<file path="src/rtl/core/vrcm_pkg.sv">
// Shared types and constants for the voxel ray clip and march block.
// Used by every module under rtl/core except vrcm_fifo; depends on nothing.
`timescale 1ns / 1ps
package vrcm_pkg;

  localparam int CoordW   = 24;            // input coordinate width
  localparam int FracBits = 8;             // fixed point fraction bits
  localparam int DimW     = 7;             // grid dimension register width
  localparam int DirW     = CoordW + 1;    // end - start
  localparam int PtW      = CoordW + 2;    // clipped / marched points
  localparam int IdxW     = 18;            // linear voxel index
  localparam int NumW     = 53;            // divider dividend width
  localparam int DenW     = DirW + 1;      // divider divisor width
  localparam int IncqW    = FracBits + 1;  // per-step whole increment
  localparam int RemW     = DenW + 1;      // marching remainder

  typedef enum logic [1:0] {
    REG_DIM_X = 2'd0,
    REG_DIM_Y = 2'd1,
    REG_DIM_Z = 2'd2
  } cfg_reg_e;

  typedef struct packed {
    logic            start;
    logic [NumW-1:0] num;
    logic [DenW-1:0] den;
  } div_req_t;

  typedef struct packed {
    logic            done;
    logic [NumW-1:0] quo;
    logic [DenW-1:0] rem;
  } div_rsp_t;

  // one classified segment, handed from the front to the marcher
  typedef struct packed {
    logic                       in_box;
    logic                       stepped;
    logic [2:0]                 neg;
    logic [2:0][PtW-1:0]        pt;
    logic [2:0][IncqW-1:0]      incq;
    logic [2:0][DenW-1:0]       incr;
    logic [DenW-1:0]            twoad;
  } job_t;

  typedef struct packed {
    logic [IdxW-1:0] voxel_index;
    logic            index_valid;
    logic            inside_res;
    logic            last;
  } res_t;

  // round to voxel: add one half, truncate, clamp into [0, dim-1]
  function automatic logic [DimW-1:0] to_voxel(logic signed [PtW-1:0] v,
                                               logic [DimW-1:0] dim);
    logic signed [PtW:0]  r;
    logic [PtW-FracBits-1:0] q;
    logic [DimW-1:0] res;
    r = (PtW+1)'(v) + $signed((PtW+1)'(1 << (FracBits - 1)));
    q = r[PtW-1:FracBits];
    if (r[PtW] || dim == '0) begin
      res = '0;
    end else if (q > (PtW-FracBits)'(dim - DimW'(1))) begin
      res = dim - DimW'(1);
    end else begin
      res = q[DimW-1:0];
    end
    return res;
  endfunction

endpackage

</file>
<file path="src/rtl/core/vrcm_div.sv">
// Restoring divider, one quotient bit per cycle, quotient and remainder.
// Depends on vrcm_pkg for widths and the request/response structs.
`timescale 1ns / 1ps
module vrcm_div (
  input  logic               clk_i,
  input  logic               rst_ni,
  input  vrcm_pkg::div_req_t req_i,
  output vrcm_pkg::div_rsp_t rsp_o
);
  import vrcm_pkg::*;

  localparam int CntW = $clog2(NumW + 1);

  logic            busy_q, done_q;
  logic [CntW-1:0] cnt_q;
  logic [DenW:0]   rem_q;
  logic [NumW-1:0] quo_q;
  logic [DenW-1:0] den_q;
  logic [DenW:0]   trial;
  logic            ge;

  assign trial = {rem_q[DenW-1:0], quo_q[NumW-1]};
  assign ge    = trial >= {1'b0, den_q};

  always_ff @(posedge clk_i or negedge rst_ni) begin
    if (!rst_ni) begin
      busy_q <= 1'b0;
      done_q <= 1'b0;
      cnt_q  <= '0;
    end else begin
      done_q <= 1'b0;
      if (req_i.start) begin
        busy_q <= 1'b1;
        cnt_q  <= CntW'(NumW);
      end else if (busy_q) begin
        cnt_q <= cnt_q - CntW'(1);
        if (cnt_q == CntW'(1)) begin
          busy_q <= 1'b0;
          done_q <= 1'b1;
        end
      end
    end
  end

  always_ff @(posedge clk_i) begin
    if (req_i.start) begin
      quo_q <= req_i.num;
      rem_q <= '0;
      den_q <= req_i.den;
    end else if (busy_q) begin
      rem_q <= ge ? trial - {1'b0, den_q} : trial;
      quo_q <= {quo_q[NumW-2:0], ge};
    end
  end

  assign rsp_o.done = done_q;
  assign rsp_o.quo  = quo_q;
  assign rsp_o.rem  = rem_q[DenW-1:0];

endmodule

</file>
<file path="config.mk">
export PLATFORM = sky130hd
export DESIGN_NAME = vrcm_div
export DESIGN_NICKNAME = d
export VERILOG_FILES = /design/src/rtl/core/vrcm_pkg.sv /design/src/rtl/core/vrcm_div.sv
export SDC_FILE = /design/constraint.sdc
export NUM_CORES = 1
export LEC_CHECK = 0
export BUFFER_PORTS_ARGS = -buffer_cell sky130_fd_sc_hd__buf_2
export CORE_ASPECT_RATIO = 1.5
export CORE_UTILIZATION = 40
export CTS_CLUSTER_DIAMETER = 200
export CTS_CLUSTER_SIZE = 16
export DETAILED_ROUTE_END_ITERATION = 8
export PLACE_DENSITY_LB_ADDON = 0.3
export SLEW_MARGIN = 20
export SYNTH_ARGS = -nofsm -noshare
export SYNTH_HDL_FRONTEND = slang
export SYNTH_SLANG_ARGS = --single-unit
</file>
<file path="constraint.sdc">
create_clock -name clk_i -period 3.5 [get_ports clk_i]
set_input_delay 0.175 -clock clk_i [delete_from_list [all_inputs] [get_ports clk_i]]
set_output_delay 0.175 -clock clk_i [all_outputs]
set_load 0.03 [all_outputs]
</file>
Yosys cells after proc, flatten, opt, wreduce, memory -nomap -nowiden

Cells that the tools add are included.

Register bits after elaboration: 113
Input bits: 82
Word-level logic and storage cells: 22

$add $sub $neg: 2
Order comparisons: 1
Eq/ne operators: 1
Muxes and demuxes: 11
Reduce and logical (&&, ||, !) cells: 1

Operator list:

| operator                                             | number |
|---|---|
| two-way mux 53 bit                                   | 2 |
| greater-or-equal comparator 27 x 26 -> 1 bit         | 1 |
| two-way mux 26 bit                                   | 1 |
| subtractor 26 bit                                    | 1 |
| two-way mux 6 bit                                    | 2 |
| equality test 6 x 1 -> 1 bit (second input constant) | 1 |
| two-way mux 1 bit                                    | 6 |
| subtractor 6 x 1 -> 6 bit (second input constant)    | 1 |
| nonzero test 2 bit                                   | 1 |

Depth between registers and ports, before layout

Gate-level depths: netlist of run 1.

Depth after elaboration: 4
Mapped depth: 12
Gate-level depth less buffers: 11

Worst setup path before layout of run 1

OpenSTA, ideal clock, no wires.

Path type: reg2reg
From: register quo_q[52]
To: register rem_q[24]
Setup time: 0.129 ns
Arrival: 2.739 ns
Required time: 3.371 ns
Slack: 0.632 ns
Stages on the path, launching flop included: 12
Buffers on the path: 0
Cell sequence: edfxtp_1 inv_1 ha_1 inv_1 fa_1 a21o_1 a221o_1 o2111a_1 o31a_1 a41oi_1 o311a_1 o211ai_1

Longest elaborated chain between the ends: 2
Elaborated cells on any way between the ends: 3
Those cells by class: 1 x add/sub; 1 x order compare; 1 x mux

Ends and longest elaborated chain:

| item                                                                              | line                           | source |
|---|---|---|
| from (decl)                                                                       | vrcm_div.sv:17                 | `logic [NumW-1:0] quo_q;` |
| from (signal assigned)                                                            | vrcm_div.sv:47                 | `quo_q <= req_i.num;` |
| from (signal assigned)                                                            | vrcm_div.sv:52                 | `quo_q <= {quo_q[NumW-2:0], ge};` |
| subtractor 26 bit or greater-or-equal comparator 27 x 26 -> 1 bit (tied branches) | vrcm_div.sv:51, vrcm_div.sv:23 |  |
| two-way mux 26 bit *                                                              | vrcm_div.sv:51                 | `rem_q <= ge ? trial - {1'b0, den_q} : trial;` |
| to (signal assigned)                                                              | vrcm_div.sv:51                 |  |
| to (decl)                                                                         | vrcm_div.sv:16                 | `logic [DenW:0] rem_q;` |

Mark *: on every way between the ends. The rest lies on a longest branch, timed or not.
A chain may end at the register's enable or synchronous reset.

Worst setup path in the final report of run 1

Same ends and word-level chain as after synthesis.

==> qor.txt, run 1 <==
run status: complete, no violations
CTS tree: yes
total congestion overflow: 0
area share of the leading cell type in the synthesized netlist: 37.4%
synthesized net count: 684
Total Wirelength: 17000 µm
routability congestion estimate: 0.867
most area-hungry cell type in the Yosys netlist: edfxtp_1
data arrival time of the critical path: 3.27 ns
leakage: 3.57 nW
gate count after technology mapping: 573
Required @ worst endpoint: 3.79 ns
depth of the most critical reg-to-reg path: 11
Hold Worst Slack: 0.0467 ns
Row Count: 56
number of CTS-inserted buffers: 17
critical path endpoint: rem_q[24]$_SDFFE_PP0P_
Die Width: 105 µm
Hold Vio Cnt, Final: 0
min cycle time layout: 2.98 ns
average cell area after synthesis: 11.1 µm²
Max-Slew Margin vs Limit: 41.4%
number of iterations in the first detailed-routing pass: 6
final cycle utilization of the critical path: 85.2%
total number of nets in the final design: 876
origin of the worst setup path: quo_q[52]$_DFFE_PP_
Cell Pwr Density: 725 nW/µm²
min-delay worst type: in2reg
fraction of final layout cells with drive strength greater than 1: 35.2%
WL per Instance: 17.3 µm
fraction of synthesis flops using an asynchronous set or reset pin: 7.08%
top post-synthesis cells by area: edfxtp_1 37%, mux2_2 9.6%, dfxtp_1 8.2%, ha_1 5.5%, dfrtp_1 3.2%
number of inserted diodes: 0
H-tree levels: 4
die outline area: 16400 µm²
origin of the worst min-delay path: req_i[37]
Peak Freq: 336 MHz
category of the most critical setup path: reg2reg
top cells by count, synth: 79 x edfxtp_1, 54 x mux2_2, 38 x nor2_1
final clock skew: 0.0143 ns
worst reg-to-reg setup slack: 0.52 ns
Worst Setup Slack, final: 0.519 ns
sequential cell area fraction in the yosys report: 48.8%
Fin Setup TNS: 0 ns
Reg-to-Reg End: rem_q[24]$_SDFFE_PP0P_
clock latency at the later pin of the worst-skew pair: 0.43 ns
placeable core region: 15600 µm²
clock sink count: 113
most numerous cell in the Yosys netlist: edfxtp_1
Worst Tran Pin Value: 0.878 ns
largest net degree at the start of global routing: 55
count of flip-flops with a built-in enable after synthesis: 79
clock-pin slew reported for the worst setup and hold paths after clock tree synthesis: 0.06 ns
number of port buffers: 161
Layout area overhead: 29.1%
Final Core Density: 52.6%
starting density of the core: 40.8%
most instantiated flip-flop cell in the synthesis netlist: edfxtp_1
Clock Tree Root: clkbuf_16
Post-CTS Setup Inserts: 0
Max-cap violations: 0
antenna violation net count after detailed routing: 0
total DRC errors in the routed layout: 0
initial antenna violation count: 0
overall die height: 156 µm
pre-CTS worst setup slack: 0.536 ns
largest driver fanout on the critical path: 4
detailed placer's ending HPWL: 12600 µm
number of global-route vias before repair: 5551
yosys synthesis warning count: 0
worst voltage drop across the vdd grid: 327 µV
distinct cell type count of the synthesized netlist: 64
All-Layer GR Usage: 21.7%
Critical Path Start Type: register
number of synthesized register bits: 113
count of endpoints failing setup in the final report: 0
count of vias placed by the detailed router: 5338
CTS max path bufs: 2
Post-Syn Area: 6340 µm²
R2R Path Start: quo_q[52]$_DFFE_PP_
I/O pins: 162
crit path capture type: register
number of violations reported at the end of detailed-routing iteration 0: 322
Via-to-Cell Ratio: 5.44
Power, Total: 5.94 mW
Max Slew Vio Count: 0
setup repair after global routing missed its margin: false
first-pass GRT wire length: 27300 µm
## registers in the layout, indices dropped and copies added, names as in the netlist
name	count
rem_q	26
busy_q	1
quo_q	53
done_q	1
cnt_q	6
den_q	26
## critical path, cell delays in order (launching register included)
cell	delay (ns)
edfxtp_1	0.42
inv_1	0.08
ha_1	0.16
inv_1	0.06
fa_1	0.40
a21o_1	0.21
a221o_1	0.38
o2111a_1	0.33
o31a_1	0.31
a41oi_1	0.23
o311a_1	0.19
o211ai_1	0.09
## cells in the final DEF, fill, tap and decap left out, drive strengths merged, types with 3 or more instances in the layout
cell type and count:
nor3 6, nor2 38, inv 35, o31ai 4, nand3 21, ha 28, nand2 34, o21ai 32
o211ai 6, clkbuf 20, and3 5, xnor2 15, mux2 54, mux2i 3, a21oi 28, a311oi 17
nand2b 6, dfxtp 26, dlygate4sd3 27, a41oi 3, a211oi 9, o21a 4, o21bai 6, or2 3
edfxtp 79, and4b 3, clkinv 7, xor2 6, dfrtp 8, buf 176, or4 4, o41ai 5
nor4 6, nor2b 5, a21o 11, clkinvlp 5
## final cells by class
type                       instances  area, µm²
tap                              203        254
clock inverter                    12        113
inverter                          36        136
fill                            1442       7370
clock buffer                      20        447
sequential                       113       3090
multi-input combinational        394       2960
timing repair buffer             203       1190
## repair_timing
item,4_1_cts,5_1_grt
hold buffers,27,0
endpoints found under the hold margin,34,0
gates resized for setup,0,0
## through the flow
step,instance area [µm²],instances
after global routing,8190,981
after detailed placement,7360,922
after floorplan,6340,573
final,8190,981
after global placement,7360,922
after CTS,8190,981
## routing by layer
layer  vias to the layer above  part of all wire (%)  global-route usage (%)
met1                      2522                    38                    22.5
met4                         0                   3.4                    10.1
met3                        49                   6.6                    6.58
li1                       2547                     -                       -
met5                         -                     0                       0
met2                       220                    52                    39.8
## power by group
part / internal [mW] / leakage (nW) / switching (mW)
Sequential: 1.67 / 1.12 / 0.202
Combinational: 0.953 / 2.20 / 1.48
Clock: 0.994 / 0.259 / 0.642
## worst min-delay path by stage
stage	end	slack, ns	cells after the start
4_1_cts	quo_q[11]$_DFFE_PP_	0.04	2
5_1_grt	quo_q[25]$_DFFE_PP_	0.04	2
3_5_place_dp	done_q$_DFF_PN0_	0.03	1
2_1_floorplan	busy_q$_DFF_PN0_	-0.12	0
6_report	quo_q[11]$_DFFE_PP_	0.05	2
3_3_place_gp	done_q$_DFF_PN0_	0.03	1
## cells by family after synthesis
kind of cell / Yosys count / share of synthesized area [%]
XOR/XNOR: 21 / 2.90
multiplexers: 57 / 10.1
buffers and inverters: 66 / 4.64
AND/OR/NAND/NOR: 140 / 11.0
flip-flops: 113 / 48.8
adder cells (fa/ha/maj): 29 / 5.84
AO/OA/AOI/OAI: 147 / 16.8
Power figures use the tool's default switching activity.
==> run 2: changes to the inputs <==
--- a/config.mk
+++ b/config.mk
@@ -12,6 +12,7 @@
 export CTS_CLUSTER_SIZE = 16
 export DETAILED_ROUTE_END_ITERATION = 8
 export PLACE_DENSITY_LB_ADDON = 0.3
+export RECOVER_POWER = 100
 export SLEW_MARGIN = 20
 export SYNTH_ARGS = -nofsm -noshare
 export SYNTH_HDL_FRONTEND = slang
==> run 2 against run 1 <==
  * The flow now finishes with violations (max-capacitance violations, max-slew violations)
  * Sequential share of layout area up 0.60 points
  * Routed wire length down 0.15%
  * Count of clock-buffer cells in the layout is the same
  * Critical path depth shrank 2
  * First-iteration DRC count fell by 11%
  * Register-to-register slack worse by 0.08 ns
  * Global-route usage did not move
  * Final area down 1.6%
  * Sequential cell count did not move
  * Clock power is essentially flat
  * Critical path type unchanged
  * Highest routed layer unchanged
==> qor.txt, run 2 (synthesis gave the netlist of run 1 again) <==
Hold Vio Cnt, Final: 0
final cycle utilization of the critical path: 87.3%
Required @ worst endpoint: 3.72 ns
Total Wirelength: 16900 µm
number of inserted diodes: 0
count of vias placed by the detailed router: 5327
failing checks: max-capacitance violations, max-slew violations
placeable core region: 15600 µm²
number of port buffers: 161
Critical-path top delay cell: a211o_1
initial antenna violation count: 0
leading cell type in the layout, fill and taps excluded: clkbuf_1
number of flip-flops under the largest register name: 53
proportion of power drawn by combinational gates: 40.3%
leakage: 3.30 nW
Critical Path Start Type: register
highest cell delay on the worst timing path: 0.54 ns
largest reg by FF count: quo_q
category of the most critical setup path: reg2reg
All-Layer GR Usage: 21.7%
count of endpoints failing setup in the final report: 0
Post-CTS Setup Inserts: 0
clock sink count: 113
number of global-route vias before repair: 5551
post-CTS sizing: 0
number of violations reported at the end of detailed-routing iteration 0: 288
largest registers: quo_q x53, den_q x26, rem_q x26
overall die height: 156 µm
clock latency at the later pin of the worst-skew pair: 0.43 ns
CTS tree: yes
Max-cap violations: 2
run status: complete, but fails checks
data arrival time of the critical path: 3.28 ns
number of non-filler instances in the completed layout: 981
clock-pin slew reported for the worst setup and hold paths after clock tree synthesis: 0.06 ns
Via-to-Cell Ratio: 5.43
total DRC errors in the routed layout: 0
detailed placer's ending HPWL: 12600 µm
fraction of power spent switching nets: 39.5%
hold bufs inserted after CTS: 27
Psw: 2.32 mW
Hold Worst Slack: 0.0480 ns
part of the power in the clock network: 27.8%
routability congestion estimate: 0.867
internal power component: 3.55 mW
post-placement cell area: 7360 µm²
post-route cell area: 8060 µm²
first-pass GRT wire length: 27300 µm
H-tree levels: 4
Layout area overhead: 27.1%
most numerous cell on the critical path: a21o_1
commonest cells after routing, fill and taps aside: 88 x clkbuf_1, 79 x edfxtp_1, 78 x buf_2
CTS max path bufs: 2
Row Count: 56
combined area of the multi-input logic cells: 2950 µm²
largest net degree at the start of global routing: 55
portion of total power attributed to sequential cells: 31.9%
antenna violation net count after detailed routing: 0
Die Width: 105 µm
number of iterations in the first detailed-routing pass: 5
worst voltage drop across the vdd grid: 323 µV
total number of nets in the final design: 876
min-delay worst type: in2reg
final clock skew: 0.0158 ns
fillers: 1483
Peak Freq: 327 MHz
Fin Setup TNS: 0 ns
worst reg-to-reg setup slack: 0.44 ns
Power, Total: 5.87 mW
die outline area: 16400 µm²
Worst Tran Pin Value: 1.83 ns
list of cells traversed by the critical path: ha_1 -> a21o_1 -> a21o_1 -> a221oi_4 -> nand2_1 -> a211o_1 -> clkbuf_2 -> nor4_1 -> a311oi_1
I/O pins: 162
number of CTS-inserted buffers: 17
DP Cell Count: 922
Clock Tree Root: clkbuf_16
starting density of the core: 40.8%
crit path capture type: register
total congestion overflow: 0
storage element area: 3090 µm²
Max Slew Vio Count: 63
min cycle time layout: 3.06 ns
largest driver fanout on the critical path: 17
WL per Instance: 17.3 µm
Max-Slew Margin vs Limit: -21.9%
Cell Pwr Density: 729 nW/µm²
fraction of final layout cells with drive strength greater than 1: 23.7%
setup repair after global routing missed its margin: false
run 2: cell count changes in the layout (fill, tap and decap cells not counted), sizes merged:
| cell | previous run | this run |
|---|---|---|
| clkbuf | 20 | 109 |
| clkinv | 7 | 6 |
| buf | 176 | 87 |
| inv | 35 | 36 |
run 2: area by class of cell:
cell class | instances | share of cell area (%)
Clock inverter | 12 | 1.40
Timing Repair Buffer | 203 | 13.2
Sequential cell | 113 | 38.4
Tap cell | 203 | 3.15
Multi-Input combinational cell | 394 | 36.6
Clock buffer | 20 | 5.54
Inverter | 36 | 1.68
run 2: worst paths after layout:
check | from | endpoint | cells after the start
max | rem_q[19]$_SDFFE_PP0P_ | rem_q[0]$_SDFFE_PP0P_ | 9
min | req_i[37] | quo_q[11]$_DFFE_PP_ | 2
max reg2reg | rem_q[19]$_SDFFE_PP0P_ | rem_q[0]$_SDFFE_PP0P_ | 9
min reg2reg | rem_q[2]$_SDFFE_PP0P_ | rem_q[2]$_SDFFE_PP0P_ | 2
max in group asynchronous | rst_ni | busy_q$_DFF_PN0_ | 2
min in group asynchronous | rst_ni | done_q$_DFF_PN0_ | 2
run 2: power groups by stage:
stage	logic, mW	registers, mW	clock network [mW]
after floorplan	1.43	2.20	0
after global placement	2.37	1.89	0
after detailed placement	2.40	1.89	0
after CTS	2.43	1.87	1.67
after global routing	2.59	1.90	1.73
final	2.37	1.87	1.63
run 2: layer usage:
| layer | track usage, % | part of all wire (%) |
|---|---|---|
| met1 | 22.5 | 38 |
| met2 | 39.8 | 53 |
| met3 | 6.58 | 6.2 |
| met4 | 10.1 | 3.0 |
| met5 | 0 | 0 |
run 2: through the flow:
stage | utilization (%) | setup WS, ns
floorplan | - | 0.632
global placement | 47.3 | 0.648
detailed placement | 47.3 | 0.536
CTS | 52.6 | 0.522
global route | 51.8 | 0.245
finish | 51.8 | 0.443
run 2: worst max-delay path: cells and delay by family, from the launching register on:
family	cells	cell delay [ns]
flops	1	0.33
fa+ha+maj	1	0.42
compound gates	5	1.37
simple gates	2	0.43
buf+inv	1	0.31
==> run 3: changes to the inputs <==
--- a/config.mk
+++ b/config.mk
@@ -7,10 +7,11 @@
 export LEC_CHECK = 0
 export BUFFER_PORTS_ARGS = -buffer_cell sky130_fd_sc_hd__buf_2
 export CORE_ASPECT_RATIO = 1.5
-export CORE_UTILIZATION = 40
+export CORE_UTILIZATION = 54
 export CTS_CLUSTER_DIAMETER = 200
 export CTS_CLUSTER_SIZE = 16
 export DETAILED_ROUTE_END_ITERATION = 8
+export MAX_ROUTING_LAYER = met4
 export PLACE_DENSITY_LB_ADDON = 0.3
 export RECOVER_POWER = 100
 export SLEW_MARGIN = 20
==> run 3 against run 2 <==
  * The flow still finishes with violations (max-capacitance violations, max-slew violations)
  * Register-to-register slack worse by 0.12 ns
  * First-iteration DRC count up 29%
  * Critical path depth down 1
  * Largest cell class unchanged
  * Via count up 2.8%
  * Final cell count down 5.8%
  * Worst hold slack better by 0.013 ns
  * Highest routed layer unchanged
  * Routed wire length down 2.4%
  * Clock power up 15%
  * Count of clock-buffer cells in the layout down 2
  * Setup slack worse by 0.12 ns
==> qor.txt, run 3 (synthesis gave the netlist of run 1 again) <==
post-CTS sizing: 0
Total Wirelength: 16500 µm
setup repair after global routing missed its margin: false
Cell Pwr Density: 757 nW/µm²
Required @ worst endpoint: 3.82 ns
Row Count: 48
portion of total power attributed to sequential cells: 30.7%
antenna violation net count after detailed routing: 0
Peak Freq: 315 MHz
leading cell type in the layout, fill and taps excluded: clkbuf_1
Hold Worst Slack: 0.0615 ns
total congestion overflow: 0
Via-to-Cell Ratio: 5.92
count of endpoints failing setup in the final report: 0
Max-cap violations: 1
number of flip-flops under the largest register name: 53
clock-pin slew reported for the worst setup and hold paths after clock tree synthesis: 0.06 ns
Layout area overhead: 27.0%
worst voltage drop across the vdd grid: 392 µV
fraction of final layout cells with drive strength greater than 1: 24.2%
routability congestion estimate: 0.877
worst reg-to-reg setup slack: 0.32 ns
initial antenna violation count: 0
CTS max path bufs: 2
fraction of power spent switching nets: 38.6%
total number of nets in the final design: 872
internal power component: 3.74 mW
largest driver fanout on the critical path: 28
count of vias placed by the detailed router: 5474
first-pass GRT wire length: 25800 µm
fillers: 904
detailed placer's ending HPWL: 11600 µm
largest net degree at the start of global routing: 54
part of the power in the clock network: 30.6%
Clock Tree Root: clkbuf_16
number of port buffers: 161
Worst Tran Pin Value: 1.88 ns
category of the most critical setup path: reg2reg
data arrival time of the critical path: 3.50 ns
Max-Slew Margin vs Limit: -25.4%
crit path capture type: register
Die Width: 90.5 µm
failing checks: max-capacitance violations, max-slew violations
min-delay worst type: in2reg
overall die height: 135 µm
CTS tree: yes
hold-critical path endpoint: quo_q[13]$_DFFE_PP_
I/O pins: 162
Fin Setup TNS: 0 ns
total DRC errors in the routed layout: 0
leakage: 3.33 nW
Critical Path Start Type: register
number of inserted diodes: 0
origin of the worst setup path: rem_q[17]$_SDFFE_PP0P_
final clock skew: 0.0100 ns
number of violations reported at the end of detailed-routing iteration 0: 371
number of CTS-inserted buffers: 17
placeable core region: 11500 µm²
run status: complete, but fails checks
Psw: 2.36 mW
starting density of the core: 55.3%
hold bufs inserted after CTS: 27
largest reg by FF count: quo_q
H-tree levels: 4
commonest cells after routing, fill and taps aside: 83 x clkbuf_1, 79 x edfxtp_1, 79 x buf_2
WL per Instance: 17.9 µm
proportion of power drawn by combinational gates: 38.7%
Post-CTS Setup Inserts: 0
depth of the most critical reg-to-reg path: 8
largest registers: quo_q x53, den_q x26, rem_q x26
R2R Path Start: rem_q[17]$_SDFFE_PP0P_
All-Layer GR Usage: 27.8%
Reg-to-Reg End: rem_q[18]$_SDFFE_PP0P_
Hold Crit Depth: 2
clock latency at the later pin of the worst-skew pair: 0.41 ns
number of global-route vias before repair: 5522
Max Slew Vio Count: 39
min cycle time layout: 3.18 ns
die outline area: 12200 µm²
origin of the worst min-delay path: req_i[39]
final cycle utilization of the critical path: 90.8%
clock sink count: 113
number of iterations in the first detailed-routing pass: 5
Hold Vio Cnt, Final: 0
## run 3: cell types whose count changed in the layout (fill, tap and decap cells not counted), moves of 2 or more
cell / change
bufinv_16: +3
clkbuf_1: -5
clkinv_2: -2
clkinvlp_4: -2
inv_6: +3
mux2_1: -2
mux2_2: +2
o21ai_0: +4
o21ai_1: -4
## run 3: final cells by class
class	instances	area [µm²]	share of cell area, %
well taps	150	188	2.33
multi-input cells	394	2950	36.7
clock buffers	18	429	5.33
clock inverters	14	204	2.53
flip-flops and latches	113	3090	38.4
inverters	36	135	1.68
repair buffers	199	1050	13.1
## run 3: worst max path at each step
stage / end / cells after the start
6_report: rem_q[18]$_SDFFE_PP0P_ / 8
3_5_place_dp: rem_q[20]$_SDFFE_PP0P_ / 8
5_1_grt: rem_q[11]$_SDFFE_PP0P_ / 8
2_1_floorplan: rem_q[24]$_SDFFE_PP0P_ / 11
4_1_cts: rem_q[20]$_SDFFE_PP0P_ / 8
3_3_place_gp: rem_q[24]$_SDFFE_PP0P_ / 9
## run 3: metrics by stage
stage | cells | setup WS [ns] | instance area [µm²] | util (%) | power, mW
2_1_floorplan | 573 | 0.632 | 6340 | - | 3.63
3_3_place_gp | 865 | 0.500 | 7260 | 63.3 | 4.18
3_5_place_dp | 865 | 0.412 | 7260 | 63.3 | 4.25
4_1_cts | 924 | 0.381 | 8170 | 71.2 | 6.14
5_1_grt | 924 | 0.154 | 8050 | 70.2 | 6.38
6_report | 924 | 0.321 | 8050 | 70.2 | 6.10
## run 3: worst max-delay path: stages (launching register included)
cell      delay (ns)
dfxtp_1         0.34
ha_1            0.42
a21oi_2         0.22
o31ai_2         0.14
a221oi_4        0.37
nand2_1         0.18
a211o_1         0.66
or4_1           0.63
o211ai_1        0.12
## run 3: per-layer routing
metal,global-route usage (%),share of wire (%),up-vias
li1,-,-,2547
met1,28.9,39,2612
met2,49.3,52,251
met3,6.25,5.6,64
met4,13.9,3.7,0
met5,-,0,-
## run 3: power groups by stage
stage          Clock (mW)  Sequential (mW)  Combinational (mW)
2_1_floorplan           0             2.20                1.43
3_3_place_gp            0             1.88                2.31
3_5_place_dp            0             1.89                2.36
4_1_cts              1.87             1.86                2.41
5_1_grt              1.93             1.90                2.55
6_report             1.87             1.87                2.36
